[config.mk]
export PLATFORM = sky130hd
export DESIGN_NAME = json_string_unescape_utf8
export DESIGN_NICKNAME = d
export VERILOG_FILES = /design/src/design/jsu_pkg.sv /design/src/design/jsu_front.sv /design/src/design/jsu_queue.sv /design/src/design/jsu_back.sv /design/src/design/json_string_unescape_utf8.sv
export SDC_FILE = /design/constraint.sdc
export NUM_CORES = 1
export LEC_CHECK = 0
export ABC_CLOCK_PERIOD_IN_PS = 5530
export CAP_MARGIN = 25
export CORE_ASPECT_RATIO = 2
export CORE_MARGIN = 1
export CORE_UTILIZATION = 40
export DETAILED_ROUTE_END_ITERATION = 12
export DONT_BUFFER_PORTS = 1
export PLACE_DENSITY = 0.6
export SYNTH_ARGS = -nofsm -noshare
export SYNTH_HDL_FRONTEND = slang
export SYNTH_SLANG_ARGS = --single-unit
[constraint.sdc]
create_clock -name clk -period 5.53 [get_ports clk]
set_clock_uncertainty 0.1 [all_clocks]
set_input_delay 0.2765 -clock clk [delete_from_list [all_inputs] [get_ports clk]]
set_output_delay 0.2765 -clock clk [all_outputs]
set_load 0.05 [all_outputs]
[src/design/jsu_pkg.sv]
// ----------------------------------------------------------------------------
// jsu_pkg
// Shared types and constants for the JSON string unescaper.
// ----------------------------------------------------------------------------
package jsu_pkg;

  localparam int unsigned LIMIT_W             = 16;
  localparam logic [LIMIT_W-1:0] LIMIT_RESET  = 16'd12288;
  localparam int unsigned QUEUE_DEPTH_DEFAULT = 4;

  // One decoded input transaction: up to three bytes, or a bare end marker
  typedef struct packed {
    logic [7:0] byte0;
    logic [7:0] byte1;
    logic [7:0] byte2;
    logic [1:0] cnt;    // results to send, 1 to 3
    logic       data;   // 0 for a bare end marker
    logic       last;
  } jsu_entry_t;

endpackage

[src/design/jsu_front.sv]
// ----------------------------------------------------------------------------
// jsu_front
// Accepts input bytes, tracks escape state and decodes the bytes into
// queue entries of up to three output bytes. Holds the output limit register.
// ----------------------------------------------------------------------------
module jsu_front (
  input  logic                     clk,
  input  logic                     rst,
  input  logic                     in_valid,
  input  logic [7:0]               in_byte,
  input  logic                     is_last,
  input  logic                     cfg_write,
  input  logic [jsu_pkg::LIMIT_W-1:0] cfg_limit,
  input  logic                     q_full,
  output logic                     accept,
  output logic                     push,
  output jsu_pkg::jsu_entry_t      push_entry
);
  import jsu_pkg::*;

  localparam logic [7:0] CH_BSLASH = 8'h5C;
  localparam logic [7:0] CH_U      = 8'h75;
  localparam logic [7:0] CH_B      = 8'h62;
  localparam logic [7:0] CH_F      = 8'h66;
  localparam logic [7:0] CH_N      = 8'h6E;
  localparam logic [7:0] CH_R      = 8'h72;
  localparam logic [7:0] CH_T      = 8'h74;
  localparam logic [2:0] HEX_FINAL = 3'd4;

  logic [LIMIT_W-1:0] limit;
  logic               esc, esc_next;
  logic [2:0]         hcnt, hcnt_next;
  logic [15:0]        hval, hval_next;
  logic               hbad, hbad_next;
  logic [LIMIT_W-1:0] emitted, emitted_next;

  logic               is_hex;
  logic [3:0]         nib;
  logic [15:0]        cp;
  logic [1:0]         n;
  logic [7:0]         b0, b1, b2;
  logic [LIMIT_W:0]   sum;

  assign accept = in_valid && !q_full;

  always_comb begin
    is_hex = 1'b1;
    nib    = 4'd0;
    if (in_byte >= 8'h30 && in_byte <= 8'h39) begin
      nib = 4'(in_byte - 8'h30);
    end else if (in_byte >= 8'h61 && in_byte <= 8'h66) begin
      nib = 4'(in_byte - 8'h57);
    end else if (in_byte >= 8'h41 && in_byte <= 8'h46) begin
      nib = 4'(in_byte - 8'h37);
    end else begin
      is_hex = 1'b0;
    end
  end

  always_comb begin
    esc_next  = esc;
    hcnt_next = hcnt;
    hval_next = hval;
    hbad_next = hbad;
    n         = 2'd0;
    b0        = 8'd0;
    b1        = 8'd0;
    b2        = 8'd0;
    cp        = is_hex ? {hval[11:0], nib} : hval;

    if (hcnt != 3'd0) begin
      if (hcnt == HEX_FINAL) begin
        if (!(hbad || !is_hex)) begin
          if (cp <= 16'h007F) begin
            n  = 2'd1;
            b0 = cp[7:0];
          end else if (cp <= 16'h07FF) begin
            n  = 2'd2;
            b0 = 8'hC0 | {3'b000, cp[10:6]};
            b1 = 8'h80 | {2'b00, cp[5:0]};
          end else begin
            n  = 2'd3;
            b0 = 8'hE0 | {4'h0, cp[15:12]};
            b1 = 8'h80 | {2'b00, cp[11:6]};
            b2 = 8'h80 | {2'b00, cp[5:0]};
          end
        end
        hcnt_next = 3'd0;
        hval_next = 16'd0;
        hbad_next = 1'b0;
      end else begin
        hcnt_next = hcnt + 3'd1;
        hval_next = cp;
        hbad_next = hbad || !is_hex;
      end
    end else if (esc) begin
      esc_next = 1'b0;
      if (in_byte == CH_U) begin
        hcnt_next = 3'd1;
        hval_next = 16'd0;
        hbad_next = 1'b0;
      end else begin
        n = 2'd1;
        case (in_byte)
          CH_B:    b0 = 8'h08;
          CH_F:    b0 = 8'h0C;
          CH_N:    b0 = 8'h0A;
          CH_R:    b0 = 8'h0A;
          CH_T:    b0 = 8'h20;
          default: b0 = in_byte;
        endcase
      end
    end else if (emitted >= limit) begin
      n = 2'd0;
    end else if (in_byte == CH_BSLASH && !is_last) begin
      esc_next = 1'b1;
    end else begin
      n  = 2'd1;
      b0 = in_byte;
    end

    sum          = {1'b0, emitted} + {{(LIMIT_W-1){1'b0}}, n};
    emitted_next = sum[LIMIT_W] ? {LIMIT_W{1'b1}} : sum[LIMIT_W-1:0];

    if (is_last) begin
      esc_next     = 1'b0;
      hcnt_next    = 3'd0;
      hval_next    = 16'd0;
      hbad_next    = 1'b0;
      emitted_next = '0;
    end
  end

  assign push             = accept && (n != 2'd0 || is_last);
  assign push_entry.byte0 = b0;
  assign push_entry.byte1 = b1;
  assign push_entry.byte2 = b2;
  assign push_entry.cnt   = (n == 2'd0) ? 2'd1 : n;
  assign push_entry.data  = (n != 2'd0);
  assign push_entry.last  = is_last;

  always_ff @(posedge clk) begin
    if (rst) begin
      limit   <= LIMIT_RESET;
      esc     <= 1'b0;
      hcnt    <= 3'd0;
      hval    <= 16'd0;
      hbad    <= 1'b0;
      emitted <= '0;
    end else begin
      if (cfg_write) begin
        limit <= cfg_limit;
      end
      if (accept) begin
        esc     <= esc_next;
        hcnt    <= hcnt_next;
        hval    <= hval_next;
        hbad    <= hbad_next;
        emitted <= emitted_next;
      end
    end
  end

endmodule

[src/design/jsu_queue.sv]
// ----------------------------------------------------------------------------
// jsu_queue
// Small FIFO of decoded entries between the front and back ends.
// ----------------------------------------------------------------------------
module jsu_queue #(
  parameter int unsigned DEPTH = jsu_pkg::QUEUE_DEPTH_DEFAULT
) (
  input  logic                clk,
  input  logic                rst,
  input  logic                push,
  input  jsu_pkg::jsu_entry_t push_entry,
  input  logic                pop,
  output logic                full,
  output logic                not_empty,
  output jsu_pkg::jsu_entry_t head
);
  import jsu_pkg::*;

  localparam int unsigned PTR_W = (DEPTH > 1) ? $clog2(DEPTH) : 1;
  localparam int unsigned CNT_W = $clog2(DEPTH + 1);
  localparam logic [PTR_W-1:0] PTR_MAX = PTR_W'(DEPTH - 1);
  localparam logic [CNT_W-1:0] CNT_MAX = CNT_W'(DEPTH);

  jsu_entry_t       mem [DEPTH];
  logic [PTR_W-1:0] wr_ptr, rd_ptr;
  logic [CNT_W-1:0] count;

  assign full      = (count == CNT_MAX);
  assign not_empty = (count != '0);
  assign head      = mem[rd_ptr];

  always_ff @(posedge clk) begin
    if (push) begin
      mem[wr_ptr] <= push_entry;
    end
  end

  always_ff @(posedge clk) begin
    if (rst) begin
      wr_ptr <= '0;
      rd_ptr <= '0;
      count  <= '0;
    end else begin
      if (push) begin
        wr_ptr <= (wr_ptr == PTR_MAX) ? '0 : wr_ptr + PTR_W'(1);
      end
      if (pop) begin
        rd_ptr <= (rd_ptr == PTR_MAX) ? '0 : rd_ptr + PTR_W'(1);
      end
      if (push && !pop) begin
        count <= count + CNT_W'(1);
      end else if (pop && !push) begin
        count <= count - CNT_W'(1);
      end
    end
  end

endmodule

[src/design/jsu_back.sv]
// ----------------------------------------------------------------------------
// jsu_back
// Serialises queued entries into single-byte output transactions through
// an output register.
// ----------------------------------------------------------------------------
module jsu_back (
  input  logic                clk,
  input  logic                rst,
  input  logic                head_valid,
  input  jsu_pkg::jsu_entry_t head,
  output logic                pop,
  output logic                out_valid,
  input  logic                out_stall,
  output logic [7:0]          out_byte,
  output logic                has_byte,
  output logic                run_last,
  output logic                string_end
);
  import jsu_pkg::*;

  logic [1:0] idx;
  logic       load;
  logic       fin;
  logic [7:0] sel;

  assign load = !out_valid || !out_stall;
  assign fin  = (idx == head.cnt - 2'd1);
  assign pop  = load && head_valid && fin;

  always_comb begin
    case (idx)
      2'd0:    sel = head.byte0;
      2'd1:    sel = head.byte1;
      default: sel = head.byte2;
    endcase
  end

  always_ff @(posedge clk) begin
    if (rst) begin
      out_valid <= 1'b0;
      idx       <= 2'd0;
    end else if (load) begin
      out_valid <= head_valid;
      if (head_valid) begin
        idx <= fin ? 2'd0 : idx + 2'd1;
      end
    end
  end

  always_ff @(posedge clk) begin
    if (load && head_valid) begin
      out_byte   <= sel;
      has_byte   <= head.data;
      run_last   <= fin;
      string_end <= fin && head.last;
    end
  end

endmodule

[src/design/json_string_unescape_utf8.sv]
// Path: an input transaction passes through the queue, then the output register.
// Throughput: one input byte per cycle while the queue is not full; a \u escape of
//   two or three UTF-8 bytes becomes that many output bytes, absorbed by the queue.
// Reset: synchronous, clears escape state, byte count, queue and output;
//   the limit returns to 12288.
// ----------------------------------------------------------------------------
// json_string_unescape_utf8
// JSON string body unescaper with UTF-8 output of \u escapes.
// ----------------------------------------------------------------------------
module json_string_unescape_utf8 #(
  parameter int unsigned QUEUE_DEPTH = jsu_pkg::QUEUE_DEPTH_DEFAULT
) (
  input  logic                        clk,
  input  logic                        rst,
  input  logic                        cfg_valid,
  output logic                        cfg_ready,
  input  logic [jsu_pkg::LIMIT_W-1:0] max_output_bytes,
  input  logic                        in_valid,
  output logic                        in_stall,
  input  logic [7:0]                  in_byte,
  input  logic                        is_last,
  output logic                        out_valid,
  input  logic                        out_stall,
  output logic [7:0]                  out_byte,
  output logic                        has_byte,
  output logic                        run_last,
  output logic                        string_end
);
  import jsu_pkg::*;

  logic       accept, push, pop, q_full, q_not_empty;
  jsu_entry_t push_entry, head;

  assign cfg_ready = 1'b1;
  assign in_stall  = q_full;

  jsu_front u_front (
    .clk        (clk),
    .rst        (rst),
    .in_valid   (in_valid),
    .in_byte    (in_byte),
    .is_last    (is_last),
    .cfg_write  (cfg_valid && cfg_ready),
    .cfg_limit  (max_output_bytes),
    .q_full     (q_full),
    .accept     (accept),
    .push       (push),
    .push_entry (push_entry)
  );

  jsu_queue #(
    .DEPTH (QUEUE_DEPTH)
  ) u_queue (
    .clk        (clk),
    .rst        (rst),
    .push       (push && accept),
    .push_entry (push_entry),
    .pop        (pop),
    .full       (q_full),
    .not_empty  (q_not_empty),
    .head       (head)
  );

  jsu_back u_back (
    .clk        (clk),
    .rst        (rst),
    .head_valid (q_not_empty),
    .head       (head),
    .pop        (pop),
    .out_valid  (out_valid),
    .out_stall  (out_stall),
    .out_byte   (out_byte),
    .has_byte   (has_byte),
    .run_last   (run_last),
    .string_end (string_end)
  );

endmodule

After elaboration in Yosys (flattened, before gate mapping):

Memories as Yosys holds them, arrays and structs flattened. A register that Yosys moved wholly into a read port is not among the register bits.
Index checks and enable logic that the tools add are counted.

* bits of input ports: 30
* output and inout port bits: 14
* memory bits (writable): 112
* memories kept: 1
* word-level logic and storage cells: 153
* register bits: 74

Memory list
* u_queue.mem: depth 4, bits a word 28, read ports 1, clocked after Yosys merged registers in 1, wr ports 1, line jsu_queue.sv:24 `jsu_entry_t mem [DEPTH];`

* multiplexer cells: 69
* $lt $le $gt $ge: 9
* add/subtract/negate cells: 11
* equality and inequality tests: 14
* reductions and logical operators: 34

Operators with widths (number)
* $mux 8: 17
* $mux 16: 8
* $eq 8x7->1 const B: 7
* $pmux 8 s4: 1
* $mux 2: 12
* $mux 3: 7
* $mux 1: 18
* $add 16x2->17: 1
* $ge 16x16->1: 1
* $ge 8x7->1 const B: 2
* $le 16x11->1 const B: 1
* $le 16x7->1 const B: 1
* $le 8x7->1 const B: 2
* $pmux 8 s2: 1
* $logic_and 1x1->1: 12
* $mux 4: 3
* $mux 6: 2
* $reduce_bool 3->1: 4
* $ge 8x6->1 const B: 1
* $le 8x6->1 const B: 1
* $sub 4x3->4 const B: 2
* $logic_not 1->1: 7
* $add 2x1->2 const B: 3
* $add 3x1->3 const B: 2
* 14 further kinds: 21

Logic depth before layout (Yosys ltp):

* depth in word-level cells: 20
* mapped depth: 21

Hierarchy:

From an unflattened synthesis, not the netlist that was laid out.

* cell total of the unflattened synthesis: 730
* area total of the unflattened synthesis: 8884.8 sq um

Modules (own cells, without submodules)
* jsu_queue: area an instance 4531.8 sq um, times used 1, cells an instance 190
* jsu_front: area an instance 3678.5 sq um, times used 1, cells an instance 477
* jsu_back: area an instance 656.9 sq um, times used 1, cells an instance 60
* json_string_unescape_utf8: area an instance 17.5 sq um, times used 1, cells an instance 3

Worst setup path before layout:

No wires, ideal clock.

* path type: input port to flip-flop
* start: in in_byte[7]
* end: reg u_front.emitted[5]
* setup time: 59 ps
* data required time: 5371 ps
* setup slack: 966 ps
* stages on the path: 18
* arrival: 4405 ps
* path through: buf_2 or4b_4 o2bb2ai_1 a21oi_4 nand2_4 buf_12 mux2_4 a21oi_1 inv_1 fa_1 and3b_1 clkbuf_1 and4_1 clkbuf_1 nand4_1 and2_1 a31oi_1 o221a_2

* cells in the longest elaborated chain, start to end: 15
* elaborated cells on any way between the ends: 35
* classes of those cells: add/sub: 1; order compare: 8; eq/ne: 2; mux: 18; reduce/logical: 6

Ends and longest elaborated chain
* from (decl): line json_string_unescape_utf8.sv:20 `input logic [7:0] in_byte,`
* $ge 8x7->1 / $le 8x7->1 (equally long branches): line jsu_front.sv:53 `end else if (in_byte >= 8'h41 && in_byte <= 8'h46) begin`
* $logic_and 1x1->1: line jsu_front.sv:53
* $mux 4 / $mux 1 (equally long branches): line jsu_front.sv:53
* $mux 4 / $mux 1 (equally long branches): line jsu_front.sv:51 `end else if (in_byte >= 8'h61 && in_byte <= 8'h66) begin`
* $mux 4 / $mux 1 (equally long branches): line jsu_front.sv:49 `if (in_byte >= 8'h30 && in_byte <= 8'h39) begin`
* $mux 16: line jsu_front.sv:69 `cp = is_hex ? {hval[11:0], nib} : hval;`
* $le 16x11->1: line jsu_front.sv:77 `end else if (cp <= 16'h07FF) begin`
* $mux 1: line jsu_front.sv:77
* $mux 2: line jsu_front.sv:74 `if (cp <= 16'h007F) begin`
* $mux 2: line jsu_front.sv:73 `if (!(hbad || !is_hex)) begin`
* $mux 2: line jsu_front.sv:72 `if (hcnt == HEX_FINAL) begin`
* $mux 2 (*): line jsu_front.sv:71 `if (hcnt != 3'd0) begin`
* $add 16x2->17 (*): line jsu_front.sv:122 `sum = {1'b0, emitted} + {{(LIMIT_W-1){1'b0}}, n};`
* $mux 16 (*): line jsu_front.sv:123 `emitted_next = sum[LIMIT_W] ? {LIMIT_W{1'b1}} : sum[LIMIT_W-1:0];`
* $mux 16 (*): line jsu_front.sv:125 `if (is_last) begin`
* to (signal assigned): line jsu_front.sv:159 `emitted <= emitted_next;`
* to (decl): line jsu_front.sv:35 `logic [LIMIT_W-1:0] emitted, emitted_next;`

Mark *: on every way between the ends. The rest lies on a longest branch, timed or not.
A chain may end at the register's enable or synchronous reset.

Worst setup path in the final report:

* start: reg u_front.emitted[0]
* end: reg u_front.emitted[5]

* cells in the longest elaborated chain, start to end: 7

Ends and longest elaborated chain
* $ge 16x16->1: line jsu_front.sv:113 `end else if (emitted >= limit) begin`
* $mux 2: line jsu_front.sv:113
* $mux 2: line jsu_front.sv:96 `end else if (esc) begin`
* $mux 2: line jsu_front.sv:71
* $add 16x2->17 (*): line jsu_front.sv:122
* $mux 16 (*): line jsu_front.sv:123
* $mux 16 (*): line jsu_front.sv:125

Marks and branches as above.

==> results.toml <==
[timing]
period_share_pct = 86.4
max_freq_mhz = 209
hold_violations = 0
slew_headroom_pct = 34.0
whs_ns = 0.0160
rsz0062_at_grt = "no"
finalMaxSlewViolations = 0
tightest_slew_ns = 0.990
post-route-min-period_ns = 4.78
fin_tns_setup_ns = 0
setup_viol_count_final = 0

[synth]
synthAdderAreaFrac_pct = 5.13
ys_top_cells_by_count = "edfxtp_1, nor2_1, dfxtp_1"
yosys-top-cells-area = "edfxtp_1, dfxtp_1, mux4_2"
synthArstFlopShare_pct = 0
yosysWarningCount = 0
yosys.area.top_type = "edfxtp_1"
synthFlopType = "edfxtp_1"
yosysMostFrequentCell = "edfxtp_1"
avgSynthCellArea_um2 = 12.0
synthMuxAreaShare_pct = 10.4
synth_top_family_by_area = "simple AND/OR/NAND/NOR gates"
synthXorXnorAreaFrac_pct = 0.306
ys_ff_latch = 180
yosysUniqueCellTypes = 78
yosys.area_share.simple_pct = 13.0
seq_area_frac_synth_pct = 55.4
synth_nets = 779
synth_top_area_share_pct = 40.3
synth.cell_area_mm2 = 0.00858
synth_compound_area_share_pct = 12.1
synth_edf_count = 115
syn_inst = 715

[power_and_ir_drop]
power.leakage_nw = 3.49
combPwrFrac_pct = 18.5
power.share.sequential_pct = 49.3
switching_share_pct = 31.1
p_int_w = 0.00258
power.density_mw_per_mm2 = 382
peakVddDrop_v = 0.000210
power_switching_w = 0.00117
p_clk_share_pct = 32.2

[global_routing]
antenna_found_initial = 0
grt-ovfl-total = 0
grt_max_degree = 58
grt_pass1_wl_mm = 33.2
first_global_vias = 6180
grtUsageTotal_pct = 20.2

[cts]
ctsResizeCount = 0
clockRootBuffer = "clkbuf_16"
clk_latency_ns = 0.44
clock-sinks = 180
htreeDepth = 4
numCtsBuffers = 17
clk_path_buf_depth = 2
clk_pin_slew_ns = 0.07
cts_tree = "yes"

[worst_setup_path]
cp.required_ns = 5.81
startpoint_type = "register"
path_class = "reg2reg"
crit_path_end_kind = "register"
timing.rr.end = "u_front.emitted[5]"
reg2reg_slack_ns = 0.75
arrival_ns = 5.06
reg2reg_depth = 18
rr_startpoint = "u_front.emitted[0]"
cp-startpoint = "u_front.emitted[0]"
crit_path_max_fanout = 10

[route]
vias_per_cell = 5.65
num_vias = 5807
drt_pre_antenna_iters = 5
wirelength_mm = 20.7
wl_per_cell_um = 20.2
postRouteAntennaNets = 0
drtIter0Drc = 348
drc = 0

[min_path]
hp-start = "in_byte[7]"
hold_end = "u_queue.mem[0][27]"
hold_path_depth = 1
hold_class = "in2reg"

[floorplan]
ios = 44
start_util_pct = 40.8
dieWidth_um = 106
fp.dieH_um = 209
rows = 75
fp.dieArea_mm2 = 0.0221
core_area_mm2 = 0.0210

[cells_and_area]
nNetsFinal = 809
final_core_util_pct = 46.7
drive_above_1_share_pct = 12.9
diodes = 0
syn2layout_area_growth_pct = 14.4

[outcome]
outcome = "finished clean"

[job]
cap_violations = 0

[place]
dpl.hpwl_mm = 14.8
io_buffers = 0
gp_congestion = 0.886
critical path: stages (launching register included):
cell	delay, ns
dfxtp_1	0.37
inv_1	0.06
ha_1	0.28
or3b_2	0.46
o211ai_1	0.10
a211o_1	0.18
a21oi_1	0.13
nor2_1	0.25
o21ai_0	0.18
o21ai_1	0.12
ha_1	0.18
inv_1	0.05
fa_1	0.40
and3b_1	0.37
and4_1	0.33
nand4_1	0.42
and2_1	0.33
a31oi_1	0.19
o221a_2	0.21
metal layers:
layer,global-route usage (%),vias up,part of all wire (%)
li1,-,2745,-
met1,19.3,2851,34
met2,38.7,153,58
met3,3.52,58,2.4
met4,12.8,0,5.5
met5,0,-,0
what timing repair did:
item                                   in CTS  in global routing
setup buffers                               0                  0
hold buffers                               34                  0
endpoints found under the hold margin      65                  0
kinds of logic after synthesis:
| family | Yosys count |
|---|---|
| AO/OA/AOI/OAI | 149 |
| XOR/XNOR | 3 |
| adder cells (fa/ha/maj) | 34 |
| buffers and inverters | 73 |
| flip-flops | 180 |
| multiplexers | 55 |
| other | 1 |
| AND/OR/NAND/NOR | 220 |
through the flow:
step / instances / power, W / area, µm² / setup slack [ns]
3_3_place_gp: 961 / 0.00254 / 8860 / 0.928
5_1_grt: 1027 / 0.00394 / 9810 / 0.410
6_report: 1027 / 0.00375 / 9810 / 0.751
2_1_floorplan: 715 / 0.00238 / 8580 / 0.966
3_5_place_dp: 961 / 0.00256 / 8860 / 0.781
4_1_cts: 1027 / 0.00381 / 9810 / 0.789
cell type report:
| type | count | area, µm² |
|---|---|---|
| inverters | 33 | 124 |
| well taps | 269 | 337 |
| clock inverters | 15 | 166 |
| repair buffers | 51 | 485 |
| clock buffers | 17 | 425 |
| multi-input cells | 462 | 3520 |
| fillers | 1928 | 11200 |
| flip-flops and latches | 180 | 4760 |
power by group through the flow:
| stage | Sequential [W] | Combinational (W) | Clock, W |
|---|---|---|---|
| after floorplan | 0.00185 | 0.000524 | 0 |
| after global placement | 0.00187 | 0.000664 | 0 |
| after detailed placement | 0.00188 | 0.000678 | 0 |
| after CTS | 0.00185 | 0.000714 | 0.00124 |
| after global routing | 0.00187 | 0.000772 | 0.00130 |
| final | 0.00185 | 0.000693 | 0.00121 |
state kept, by name, indices dropped and copies added (netlist names), named ones only:
| signal | count |
|---|---|
| u_back.string_end | 1 |
| u_front.hbad | 1 |
| u_back.has_byte | 1 |
| u_queue.wr_ptr | 2 |
| u_queue.mem | 104 |
| u_front.hval | 16 |
| u_front.limit | 16 |
| u_front.emitted | 16 |
| u_front.hcnt | 3 |
| u_back.out_byte | 8 |
| u_back.out_valid | 1 |
| u_front.esc | 1 |
| u_queue.rd_ptr | 2 |
| u_queue.count | 3 |
| u_back.run_last | 1 |
| u_back.idx | 2 |
cell usage in the layout (no fill, tap or decap), types with 9 or more instances in the layout:
master / Yosys / final
inv_1: 33 / 33
mux4_2: 26 / 26
ha_1: 32 / 32
nand2_1: 41 / 41
nor3_1: 20 / 20
a21oi_1: 49 / 49
nand3_1: 17 / 17
clkbuf_16: 0 / 17
o21ai_0: 15 / 15
a22oi_1: 15 / 15
a31oi_1: 9 / 9
nor2b_1: 12 / 12
nor2_1: 73 / 73
dlygate4sd3_1: 0 / 33
mux2i_1: 22 / 22
buf_4: 1 / 17
edfxtp_1: 115 / 115
dfxtp_1: 65 / 64
worst max path at each step:
stage                               to  slack [ns]  depth (start not counted)
floorplan           u_front.emitted[5]        0.97                         18
global placement    u_front.emitted[5]        0.93                         17
detailed placement  u_front.emitted[5]        0.78                         19
CTS                 u_front.emitted[5]        0.79                         18
global route        u_front.emitted[7]        0.41                         19
finish              u_front.emitted[5]        0.75                         18
No activity file was read; power rests on OpenSTA's default activity.
